--- src/design/sbdma_pkg.sv ---
`default_nettype none
// ----------------------------------------------------------------------------
// sbdma_pkg: shared types and constants of the strided block DMA sequencer
// Field widths, memory geometry, operation and result codes, and the beat
// structures passed between the top level and the sequencer.
// ----------------------------------------------------------------------------
package sbdma_pkg;

  // The bank size must be a power of two.
  localparam int unsigned BANK_BYTES = 4096;
  localparam int unsigned DRAM_LIMIT = 8388608;

  localparam int unsigned DRAM_IN_W = 32;
  localparam int unsigned DRAM_W    = 24;
  localparam int unsigned LOCAL_W   = 13;
  localparam int unsigned LW_W      = 32;
  localparam int unsigned LEN_W     = 12;
  localparam int unsigned CNT_W     = 8;
  localparam int unsigned ROWS_W    = 9;
  localparam int unsigned CHK_W     = 18;
  localparam int unsigned LIM_W     = 25;

  typedef enum logic [1:0] {
    OP_TICK      = 2'd0,
    OP_START_IN  = 2'd1,
    OP_START_OUT = 2'd2
  } op_t;

  typedef enum logic [2:0] {
    KIND_IDLE      = 3'd0,
    KIND_ACCEPTED  = 3'd1,
    KIND_RANGE_ERR = 3'd2,
    KIND_BANK_ERR  = 3'd3,
    KIND_MOVE      = 3'd4,
    KIND_BUSY      = 3'd5
  } kind_t;

  typedef struct packed {
    op_t                  op;
    logic [DRAM_IN_W-1:0] dram_address;
    logic [LOCAL_W-1:0]   local_address;
    logic [LW_W-1:0]      length_word;
  } item_t;

  typedef struct packed {
    kind_t              kind;
    logic [DRAM_W-1:0]  move_dram_address;
    logic [LOCAL_W-1:0] move_local_address;
    logic               toward_dram;
    logic               final_byte;
    logic               busy_res;
  } result_t;

endpackage
`default_nettype wire

--- src/design/strided_block_dma_address_gen.sv ---
`default_nettype none
// ----------------------------------------------------------------------------
// strided_block_dma_address_gen: address sequencer of a strided block DMA
// Each input beat (start or tick) gives exactly one result beat. Beats pass
// an input register and a result register with the sequencer logic between
// them, so one beat is taken every clock when the output is not stalled. The
// per-tick work is the byte counter increment and the base-plus-index adds,
// with the base and row-count updates at the end of a row, in the sequencer.
// ----------------------------------------------------------------------------
module strided_block_dma_address_gen (
  input  wire logic        clk,
  input  wire logic        rst_n,
  input  wire logic        in_valid,
  output logic             in_stall,
  input  wire logic [1:0]  in_op,
  input  wire logic [31:0] in_dram_address,
  input  wire logic [12:0] in_local_address,
  input  wire logic [31:0] in_length_word,
  output logic             out_valid,
  input  wire logic        out_stall,
  output logic [2:0]       out_kind,
  output logic [23:0]      out_move_dram_address,
  output logic [12:0]      out_move_local_address,
  output logic             out_toward_dram,
  output logic             out_final_byte,
  output logic             out_busy_res
);

  logic               in_vld_r, in_vld_nxt;
  sbdma_pkg::item_t   item_r;
  logic               out_vld_r, out_vld_nxt;
  sbdma_pkg::result_t res_r;
  sbdma_pkg::result_t res;
  logic               in_take;
  logic               advance;

  assign advance  = in_vld_r && (!out_vld_r || !out_stall);
  assign in_stall = in_vld_r && !advance;
  assign in_take  = in_valid && !in_stall;

  assign in_vld_nxt  = in_take || (in_vld_r && !advance);
  assign out_vld_nxt = advance || (out_vld_r && out_stall);

  always_ff @(posedge clk) begin
    if (!rst_n) begin
      in_vld_r  <= 1'b0;
      out_vld_r <= 1'b0;
    end else begin
      in_vld_r  <= in_vld_nxt;
      out_vld_r <= out_vld_nxt;
    end
  end

  always_ff @(posedge clk) begin
    if (in_take) begin
      item_r.op            <= sbdma_pkg::op_t'(in_op);
      item_r.dram_address  <= in_dram_address;
      item_r.local_address <= in_local_address;
      item_r.length_word   <= in_length_word;
    end
    if (advance) begin
      res_r <= res;
    end
  end

  sbdma_seq u_seq (
    .clk   (clk),
    .rst_n (rst_n),
    .step  (advance),
    .item  (item_r),
    .res   (res)
  );

  assign out_valid              = out_vld_r;
  assign out_kind               = res_r.kind;
  assign out_move_dram_address  = res_r.move_dram_address;
  assign out_move_local_address = res_r.move_local_address;
  assign out_toward_dram        = res_r.toward_dram;
  assign out_final_byte         = res_r.final_byte;
  assign out_busy_res           = res_r.busy_res;

endmodule
`default_nettype wire

--- src/design/sbdma_seq.sv ---
`default_nettype none
// ----------------------------------------------------------------------------
// sbdma_seq: transfer state and per-beat result logic
// Holds the transfer geometry, checks start beats and steps the row and byte
// counters by one byte move for each tick beat while a transfer is active.
// ----------------------------------------------------------------------------
module sbdma_seq (
  input  wire logic              clk,
  input  wire logic              rst_n,
  input  wire logic              step,
  input  wire sbdma_pkg::item_t  item,
  output sbdma_pkg::result_t     res
);

  localparam int unsigned DW  = sbdma_pkg::DRAM_W;
  localparam int unsigned LW  = sbdma_pkg::LOCAL_W;
  localparam int unsigned RW  = sbdma_pkg::ROWS_W;
  localparam int unsigned CW  = sbdma_pkg::CHK_W;
  localparam int unsigned LMW = sbdma_pkg::LIM_W;
  localparam int unsigned NW  = sbdma_pkg::LEN_W;

  logic          active_r, active_nxt;
  logic          direction_r, direction_nxt;
  logic [DW-1:0] dram_base_r, dram_base_nxt;
  logic [LW-1:0] local_base_r, local_base_nxt;
  logic [LW-1:0] row_bytes_r, row_bytes_nxt;
  logic [LW-1:0] row_stride_r, row_stride_nxt;
  logic [RW-1:0] rows_left_r, rows_left_nxt;
  logic [LW-1:0] byte_index_r, byte_index_nxt;

  logic [NW-1:0] len_field;
  logic [DW-1:0] dram_in;
  logic          range_bad;
  logic [CW-1:0] bank_offset;
  logic          bank_bad;
  logic [LW-1:0] new_row_bytes;
  logic [DW-1:0] move_dram;
  logic [LW-1:0] move_local;
  logic [LW-1:0] index_inc;
  logic          row_end;
  logic          last_row;

  assign len_field     = item.length_word[NW-1:0];
  assign dram_in       = item.dram_address[DW-1:0];
  assign range_bad     = LMW'(dram_in) > LMW'(sbdma_pkg::DRAM_LIMIT);
  assign bank_offset   = CW'(item.local_address) & CW'(sbdma_pkg::BANK_BYTES - 1);
  assign bank_bad      = (CW'(len_field) + CW'(1) + bank_offset) >
                         CW'(sbdma_pkg::BANK_BYTES);
  assign new_row_bytes = LW'(len_field | NW'(7)) + LW'(1);

  assign move_dram  = dram_base_r + DW'(byte_index_r);
  assign move_local = local_base_r + byte_index_r;
  assign index_inc  = byte_index_r + LW'(1);
  assign row_end    = index_inc >= row_bytes_r;
  assign last_row   = rows_left_r <= RW'(1);

  always_comb begin
    active_nxt     = active_r;
    direction_nxt  = direction_r;
    dram_base_nxt  = dram_base_r;
    local_base_nxt = local_base_r;
    row_bytes_nxt  = row_bytes_r;
    row_stride_nxt = row_stride_r;
    rows_left_nxt  = rows_left_r;
    byte_index_nxt = byte_index_r;
    res            = '0;
    res.kind       = sbdma_pkg::KIND_IDLE;
    unique case (item.op)
      sbdma_pkg::OP_START_IN, sbdma_pkg::OP_START_OUT: begin
        if (active_r) begin
          res.kind     = sbdma_pkg::KIND_BUSY;
          res.busy_res = 1'b1;
        end else if (range_bad) begin
          res.kind = sbdma_pkg::KIND_RANGE_ERR;
        end else if (bank_bad) begin
          res.kind = sbdma_pkg::KIND_BANK_ERR;
        end else begin
          row_bytes_nxt  = new_row_bytes;
          row_stride_nxt = LW'(item.length_word[31:20]) + new_row_bytes;
          rows_left_nxt  = RW'(item.length_word[19:12]) + RW'(1);
          dram_base_nxt  = {dram_in[DW-1:3], 3'b000};
          local_base_nxt = {item.local_address[LW-1:3], 3'b000};
          byte_index_nxt = '0;
          direction_nxt  = (item.op == sbdma_pkg::OP_START_OUT);
          active_nxt     = 1'b1;
          res.kind        = sbdma_pkg::KIND_ACCEPTED;
          res.toward_dram = direction_nxt;
          res.busy_res    = 1'b1;
        end
      end
      sbdma_pkg::OP_TICK: begin
        if (active_r) begin
          byte_index_nxt = index_inc;
          if (row_end) begin
            byte_index_nxt = '0;
            dram_base_nxt  = dram_base_r + DW'(row_stride_r);
            local_base_nxt = local_base_r + row_bytes_r;
            if (last_row) begin
              rows_left_nxt = '0;
              active_nxt    = 1'b0;
            end else begin
              rows_left_nxt = rows_left_r - RW'(1);
            end
          end
          res.kind               = sbdma_pkg::KIND_MOVE;
          res.move_dram_address  = move_dram;
          res.move_local_address = move_local;
          res.toward_dram        = direction_r;
          res.final_byte         = row_end && last_row;
          res.busy_res           = active_nxt;
        end
      end
      default: begin
        res.busy_res = active_r;
      end
    endcase
  end

  always_ff @(posedge clk) begin
    if (!rst_n) begin
      active_r     <= 1'b0;
      direction_r  <= 1'b0;
      dram_base_r  <= '0;
      local_base_r <= '0;
      row_bytes_r  <= '0;
      row_stride_r <= '0;
      rows_left_r  <= '0;
      byte_index_r <= '0;
    end else if (step) begin
      active_r     <= active_nxt;
      direction_r  <= direction_nxt;
      dram_base_r  <= dram_base_nxt;
      local_base_r <= local_base_nxt;
      row_bytes_r  <= row_bytes_nxt;
      row_stride_r <= row_stride_nxt;
      rows_left_r  <= rows_left_nxt;
      byte_index_r <= byte_index_nxt;
    end
  end

  a_index_in_row: assert property (@(posedge clk) disable iff (!rst_n)
    active_r |-> byte_index_r < row_bytes_r)
    else $error("byte index has run past the end of the row");

  a_idle_no_rows: assert property (@(posedge clk) disable iff (!rst_n)
    !active_r |-> rows_left_r == '0)
    else $error("rows remain while the sequencer is idle");

  a_final_ends: assert property (@(posedge clk) disable iff (!rst_n)
    step && res.final_byte |=> !active_r)
    else $error("transfer still active after its final byte");

  a_accept_starts: assert property (@(posedge clk) disable iff (!rst_n)
    step && res.kind == sbdma_pkg::KIND_ACCEPTED |=> active_r && rows_left_r != '0)
    else $error("accepted start did not make the sequencer busy");

endmodule
`default_nettype wire
--- config.mk ---
export PLATFORM = sky130hd
export DESIGN_NAME = strided_block_dma_address_gen
export DESIGN_NICKNAME = d
export VERILOG_FILES = /design/src/design/sbdma_pkg.sv /design/src/design/strided_block_dma_address_gen.sv /design/src/design/sbdma_seq.sv
export SDC_FILE = /design/constraint.sdc
export NUM_CORES = 1
export LEC_CHECK = 0
export BUFFER_PORTS_ARGS = -buffer_cell sky130_fd_sc_hd__buf_4
export CORE_MARGIN = 8
export CORE_UTILIZATION = 35
export CTS_CLUSTER_DIAMETER = 40
export DETAILED_ROUTE_END_ITERATION = 12
export PLACE_DENSITY = 0.57
export SLEW_MARGIN = 30
export SYNTH_ARGS = -nofsm -noshare
export SYNTH_HDL_FRONTEND = slang
export SYNTH_SLANG_ARGS = --single-unit
--- constraint.sdc ---
create_clock -name clk -period 13.32 [get_ports clk]
set_input_delay 2.664 -clock clk [delete_from_list [all_inputs] [get_ports clk]]
set_output_delay 2.664 -clock clk [all_outputs]
set_load 0.01 [all_outputs]
======== Word-level counts from Yosys, hierarchy flattened ========
Index checks and enable logic that the tools add are counted.
Widths: inputs -> output; s select.
cells by class
  add/sub/neg operators ................... 11
  $lt $le $gt $ge ......................... 4
  equal/unequal tests ..................... 7
  mux-type cells .......................... 42
  bitwise gates (word level) .............. 3
  reductions and logical operators ........ 20
operator list
  cell                   number
  $mux 13                10
  $mux 24                5
  $mux 9                 6
  $pmux 13 s2            2
  $add 24x13->24         2
  $pmux 24 s2            1
  $mux 43                1
  $add 12x1->13 const B  2
  $add 13x13->13         2
  $gt 24x24->1 const B   1
  $add 18x12->18         1
  $gt 18x13->1 const B   1
  $pmux 9 s2             1
  $add 12x13->13         1
  $add 13x1->13 const B  1
  $ge 13x13->1           1
  $add 8x1->9 const B    1
  $le 9x1->1 const B     1
  $mux 1                 9
  $sub 9x1->9 const B    1
  $reduce_and 7->1       1
  $mux 3                 2
  $ne 2x2->1 const B     3
  $pmux 1 s2             3
  other kinds (15)       28
storage, ports and cells
  flip-flop bits (word level) ............. 203
  output and inout bits ................... 45
  word-level logic and storage cells ...... 107

======== Depth between registers and ports, before layout ========
Gate-level depths: netlist of run 1.
  depth in word-level cells ............... 8
  gate-level depth with buffers ........... 18
  gate-level depth less buffers ........... 15

======== By module ========
From an unflattened synthesis of run 1, not the netlist that was laid out.
second synthesis, totals
  cells, all modules ...................... 1,142
  area, all modules ....................... 11,398.4 sq um
by module, submodules not included
  module                         times used  cells each  area an instance (sq um)
  sbdma_seq                      1           1,012       7,651.1
  strided_block_dma_address_gen  1           130         3,747.3

======== Worst setup path before layout of run 1 ========
Ideal clock, no wire load.
  kind .................................... input to register
  from .................................... input port out_stall
  to ...................................... register item_r[0] (netlist bit) (enable)
  arrival time ............................ 6.021 ns
  required time ........................... 12.812 ns
  setup slack ............................. 6.790 ns
  stages on the path ...................... 2
  cells stage by stage .................... and3_1 -> nor2b_1
between the ends
  cells in the longest elaborated chain, start to end .. 7
ends and longest elaborated chain
  element            RTL line                             source
  from (decl)        strided_block_dma_address_gen.sv:20  input wire logic out_stall,
  $logic_not 1->1    strided_block_dma_address_gen.sv:37  assign advance = in_vld_r && (!out_vld_r || !out_stall);
  $logic_or 1x1->1   strided_block_dma_address_gen.sv:37
  $logic_and 1x1->1  strided_block_dma_address_gen.sv:37
  $logic_not 1->1    strided_block_dma_address_gen.sv:38  assign in_stall = in_vld_r && !advance;
  $logic_and 1x1->1  strided_block_dma_address_gen.sv:38
  $logic_not 1->1    strided_block_dma_address_gen.sv:39  assign in_take = in_valid && !in_stall;
  $logic_and 1x1->1  strided_block_dma_address_gen.sv:39
  named net in_take  strided_block_dma_address_gen.sv:34  logic in_take;
  to (decl)          strided_block_dma_address_gen.sv:30  sbdma_pkg::item_t item_r;
The timed path passes the listed nets, and every way through them passes these cells.
A chain may end at the register's enable or synchronous reset.

======== Worst setup path after layout of run 1 ========
  from .................................... input port out_stall
  to ...................................... output port in_stall
between the ends
  cells in the longest elaborated chain, start to end .. 5
ends and longest elaborated chain
  element            RTL line                             source
  $logic_not 1->1    strided_block_dma_address_gen.sv:37
  $logic_or 1x1->1   strided_block_dma_address_gen.sv:37
  $logic_and 1x1->1  strided_block_dma_address_gen.sv:37
  $logic_not 1->1    strided_block_dma_address_gen.sv:38
  $logic_and 1x1->1  strided_block_dma_address_gen.sv:38
  to (decl)          strided_block_dma_address_gen.sv:14  output logic in_stall,
Every way passes these cells.

==> results.json, run 1 <==
{
  "status": "finished clean",
  "p_leak_nw": 5.103,
  "postCtsHoldBufs": 0,
  "clock_latency_ns": 0.45,
  "crit_path_max_incr_delay_ns": 0.23,
  "finalPower_mw": 1.384,
  "busiest_layer": "met2",
  "grt_pass1_vias": 8630,
  "syn_inst": 1183,
  "cp_data_arrival_time_ns": 3.14,
  "regToRegSetupSlack_ns": 8.43,
  "yosys_warnings": 0,
  "wl_per_cell_um": 16.94,
  "clock_sinks": 197,
  "antenna_cells": 0,
  "synthDistinctLibCells": 66,
  "period_share_pct": 43.57,
  "grt_first_pass_wirelength_um": 46610,
  "viasPerCell": 5.163,
  "ios": 128,
  "syn_area_mm2": 0.01139,
  "portBuffers": 119,
  "h-tree-depth": 4,
  "fmax_mhz": 172.3,
  "finalSetupViolations": 0,
  "gr-usage-met2_pct": 23.55,
  "synth-edff-count": 114,
  "synthArstFlopShare_pct": 0,
  "cts_tree": "built",
  "hold_violations": 0,
  "n_fill_cell": 3185,
  "grt_max_degree": 75,
  "synth_common_cells": "edfxtp_1, nor2_1, nand2_1",
  "initial_core_util_pct": 35.29,
  "cts_resized": 0,
  "grt_setup_unrepaired": "false",
  "use_met3_pct": 3.087,
  "clk_transition_reported_paths_ns": 0.08,
  "cts_setup_buffers": 0,
  "crit_type": "input port to output pin",
  "grt-ovfl-total": 0,
  "yosysTopAreaCellShare_pct": 30.04,
  "clockRootBuffer": "clkbuf_16",
  "yosysMostFrequentCell": "edfxtp_1",
  "hpwl_um": 22060,
  "global_route.usage.met1_pct": 21.07,
  "track_usage_pct": 15.06,
  "area_growth_pct": 16.65,
  "worstSetupStartpointType": "input port",
  "multi_input_area_mm2": 0.005906,
  "yosysTopAreaCell": "edfxtp_1",
  "remaining_drc_errors": 0,
  "p_per_area_mw_per_mm2": 104.2,
  "final-seq-area_mm2": 0.005085,
  "crit_path_max_fanout": 3,
  "worst_slew_pin_slew_ns": 0.9287,
  "routed_wl_um": 29360,
  "ys_seq_area_share_pct": 44.63,
  "setup_slack_ns": 7.517,
  "die_w_um": 196.4,
  "endpoint_kind": "output pin",
  "die_h_um": 196.4,
  "dieArea_mm2": 0.03859,
  "synthFlopType": "edfxtp_1",
  "antenna_found_initial": 0,
  "design_area_mm2": 0.01329,
  "syn_nets": 1357,
  "via_count": 8948,
  "drive_gt1_share_pct": 14.48,
  "maxSlewViolCount": 0,
  "crit_top_cell": "buf_4",
  "crit_slowest_cell": "and3_1",
  "clock-skew-final_ns": 0.02299,
  "gp_congestion": 0.8202,
  "core_area_mm2": 0.03229,
  "rows": 66,
  "vdd_drop_max_mv": 0.07058,
  "synth_area_leaders": "edfxtp_1, dfxtp_1, ha_1",
  "path_delay_family": "buffers and inverters",
  "cp_cell_sequence": "buf_4 > and3_1 > buf_4",
  "ys_seq_elements": 197,
  "placed_area_mm2": 0.01270,
  "dpl_worst_slack_ns": 7.524,
  "tns_ns": 0,
  "syn_avg_cell_area_um2": 9.632,
  "min_path_type": "register to register",
  "nets": 1452,
  "slew_headroom_pct": 37.11,
  "dr.pass1.iters": 5,
  "period_needed_ns": 5.803,
  "cap_violations": 0,
  "cp.required_ns": 10.66,
  "cts_buffers": 17,
  "crit_buf_inv": 2,
  "postRouteAntennaNets": 0,
  "clk_path_buf_depth": 2,
  "drt_iter0_drc": 545
}
cells in the final DEF (no fill, tap or decap), types with 12 or more instances in the layout:
cell type	count
a211oi_1	22
nand2b_1	12
a21o_1	19
nor2_1	112
buf_4	126
mux2i_1	18
nor3_1	23
o21ai_0	65
xnor2_1	53
xor2_1	23
dfxtp_1	83
nand3_1	57
o21ai_1	15
a21oi_1	79
edfxtp_1	114
clkbuf_16	17
nand2_1	90
nand4_1	13
a31oi_1	16
inv_1	54
and3_1	17
ha_1	85
layout make-up:
| cell class | instances | area share (%) |
|---|---|---|
| multi-input cells | 880 | 44.43 |
| flip-flops and latches | 197 | 38.26 |
| repair buffers | 126 | 7.117 |
| well taps | 442 | 4.161 |
| clock buffers | 18 | 3.229 |
| inverters | 56 | 1.591 |
| clock inverters | 14 | 1.214 |
final timing paths:
path	cells after the start	end	from
setup / recovery	3	in_stall	out_stall
hold / removal	2	u_seq.direction_r	u_seq.direction_r
setup reg to reg	15	u_seq.dram_base_r[22]	item_r[3]
hold reg to reg	2	u_seq.direction_r	u_seq.direction_r
worst register-to-register path, cell delays in order, from the launching register on:
cell	delay (ns)
edfxtp_1	0.46
ha_1	0.27
nand3_1	0.19
nor3_1	0.26
xor2_1	0.21
ha_1	0.37
nor3_1	0.22
nor3b_1	0.07
o21ai_0	0.25
o21ai_0	0.18
nor3_1	0.30
nand4b_1	0.18
a31oi_4	0.48
buf_4	0.64
o311ai_1	0.48
o22ai_1	0.23
flip-flops by register name, summed over array words and instances (netlist names), 10 cells and up:
| name | flops |
|---|---|
| item_r | 71 |
| u_seq.dram_base_r | 24 |
| out_move_dram_address | 24 |
| u_seq.local_base_r | 10 |
| u_seq.byte_index_r | 13 |
| u_seq.row_stride_r | 13 |
| out_move_local_address | 13 |
| u_seq.row_bytes_r | 10 |
report_power, final:
| part | internal [mW] | switching [mW] | leakage (nW) |
|---|---|---|---|
| Sequential | 0.668 | 0.0186 | 1.76 |
| Clock | 0.268 | 0.256 | 0.290 |
| Combinational | 0.0735 | 0.0999 | 3.05 |
| Total | 1.01 | 0.374 | 5.10 |
layer usage:
layer	routed length [µm]	up-vias
met5	0	-
met4	388	0
met3	1639	23
met2	13020	222
met1	14310	4169
li1	-	4534
cells by family (layout without fill, tap and decap cells):
logic type,Yosys count,count (layout),share of synthesized area (%)
xor gates and xnor gates,76,76,5.842
adders and majority gates,91,91,10.32
and+or+nand+nor,379,379,15.74
muxes,20,20,1.779
AOI/OAI and AO/OA,314,314,17.99
DFF,197,197,44.62
buffers and inverters,106,214,3.711
per-stage QoR:
step / std cells / util [%] / hold slack [ns]
3_5_place_dp: 1701 / 39.33 / 0.4493
6_report: 1733 / 41.16 / 0.4592
4_1_cts: 1733 / 41.16 / 0.4587
2_1_floorplan: 1183 / - / 0.4363
5_1_grt: 1733 / 41.16 / 0.4758
3_3_place_gp: 1701 / 39.33 / 0.4472
No activity file was read; power rests on OpenSTA's default activity.
==> inputs of run 2 (changes only) <==
Clock period 13.32 ns to 5.6 ns, I/O delays scaled along.
==> run 2 against run 1 <==
Against the previous run:
- clock-buffer cell count is 1 higher
- non-clock buffer count increased by 3
- total power up 140%
- hold slack improved by 0.0031 ns
- clock skew down 0.015 ns
- sequential share of layout area decreased by 0.24 points
- die area unchanged
- cell area grew 0.62%
- via count is 0.29% higher
==> results.json, run 2 (synthesis gave the netlist of run 1 again) <==
{
  "cts_setup_buffers": 0,
  "timing.rr.start": "item_r[3]",
  "crit_path_max_fanout": 61,
  "clk_path_buf_depth": 2,
  "worst_slew_pin_slew_ns": 0.9537,
  "period_share_pct": 78.86,
  "clock-skew-final_ns": 0.008003,
  "cts_resized": 0,
  "drive_gt1_share_pct": 14.53,
  "final_cell_mix": "buf_4, edfxtp_1, nor2_1, nand2_1, ha_1",
  "n_fill_cell": 3218,
  "clock_sinks": 197,
  "largest_reg_flops": 71,
  "ios": 128,
  "grt-ovfl-total": 0,
  "hpwl_um": 22210,
  "maxSlewViolCount": 0,
  "endpoint_kind": "register",
  "grt_max_degree": 75,
  "clockRootBuffer": "clkbuf_16",
  "core_area_mm2": 0.03229,
  "die_h_um": 196.4,
  "cts_buffers": 17,
  "die_w_um": 196.4,
  "min_path_type": "register to register",
  "startpoint": "item_r[3]",
  "vdd_drop_max_mv": 0.1747,
  "via_count": 8974,
  "remaining_drc_errors": 0,
  "dr.pass1.iters": 5,
  "dpl_worst_slack_ns": 1.206,
  "slew_headroom_pct": 36.32,
  "cap_violations": 0,
  "finalSetupViolations": 0,
  "status": "finished clean",
  "grt_setup_unrepaired": "false",
  "grt_pass1_vias": 9007,
  "fmax_mhz": 226.4,
  "clk_transition_reported_paths_ns": 0.07,
  "p_per_area_mw_per_mm2": 251.5,
  "wl_per_cell_um": 17.07,
  "worstSetupStartpointType": "register",
  "crit_type": "register to register",
  "cp_data_arrival_time_ns": 4.77,
  "drt_iter0_drc": 637,
  "area_growth_pct": 17.37,
  "final_common_cell": "buf_4",
  "tns_ns": 0,
  "track_usage_pct": 15.54,
  "p_leak_nw": 5.133,
  "initial_core_util_pct": 35.29,
  "cp.required_ns": 5.96,
  "antenna_cells": 0,
  "routed_wl_um": 29630,
  "rr_worst_depth": 15,
  "hold_violations": 0,
  "final_util_pct": 41.42,
  "regToRegEndpoint": "u_seq.dram_base_r[22]",
  "clock_latency_ns": 0.44,
  "nets": 1455,
  "portBuffers": 119,
  "viasPerCell": 5.169,
  "grt_first_pass_wirelength_um": 48110,
  "crit_path_end": "u_seq.dram_base_r[22]",
  "regMostFlops": "item_r",
  "gp_congestion": 0.8501,
  "period_needed_ns": 4.416,
  "finalPower_mw": 3.363,
  "regToRegSetupSlack_ns": 1.18,
  "cts_tree": "built",
  "rows": 66,
  "antenna_found_initial": 0,
  "setup_slack_ns": 1.184,
  "h-tree-depth": 4,
  "fin_hold_ws_ns": 0.4623,
  "postCtsHoldBufs": 0,
  "postRouteAntennaNets": 0,
  "dieArea_mm2": 0.03859
}
[run 2: cell count changes in the layout (fill, tap and decap cells not counted), moves of 2 or more]
cell        delta
inv_8          -3
clkinv_4       -4
clkinv_1       +2
bufinv_16      +3
clkinvlp_4     +2
inv_6          -2
clkinv_2       +2
[run 2: layout make-up]
class | count | area [µm²] | area share [%]
multi-input cells | 880 | 5909 | 44.19
clock buffers | 19 | 432.9 | 3.237
repair buffers | 129 | 1001 | 7.484
clock inverters | 13 | 181.4 | 1.357
well taps | 442 | 553.0 | 4.135
inverters | 56 | 211.5 | 1.581
flip-flops and latches | 197 | 5085 | 38.02
[run 2: routing by layer]
layer  GRT usage [%]  part of all wire, %  vias up
met5               0                    0        -
met4           4.380                  1.4        0
met3           2.900                  5.4       24
met2           23.88                   44      224
met1           22.00                   49     4191
li1                -                    -     4535
[run 2: stage by stage]
step	instance area, µm²	cells
after detailed placement	12730	1703
after global routing	13370	1736
after floorplan	11390	1183
after CTS	13340	1735
after global placement	12730	1703
final	13370	1736
[run 2: worst max-delay path: stages (launching register included)]
cell and delay (ns):
edfxtp_1 0.45, ha_1 0.27, nand3_1 0.18, nor3_1 0.27
xor2_1 0.21, ha_1 0.37, nor3_1 0.20, nor3b_1 0.07
o21ai_0 0.26, o21ai_0 0.18, nor3_1 0.30, nand4b_1 0.19
a31oi_4 0.50, buf_12 0.34, o311ai_1 0.30, o22ai_1 0.21
[run 2: worst min-delay path by stage]
stage               cells past startpoint                     to                  start  slack [ns]
floorplan                               2      u_seq.direction_r      u_seq.direction_r        0.44
global placement                        2      u_seq.direction_r      u_seq.direction_r        0.45
detailed placement                      2  u_seq.row_stride_r[7]  u_seq.row_stride_r[7]        0.46
CTS                                     2  u_seq.row_stride_r[7]  u_seq.row_stride_r[7]        0.47
global route                            2  u_seq.row_stride_r[7]  u_seq.row_stride_r[7]        0.49
finish                                  2  u_seq.row_stride_r[7]  u_seq.row_stride_r[7]        0.46
[run 2: power by group]
group          switching [mW]  internal (mW)
clock network           0.563          0.749
logic                   0.239          0.178
registers              0.0440           1.59
total                   0.846           2.52
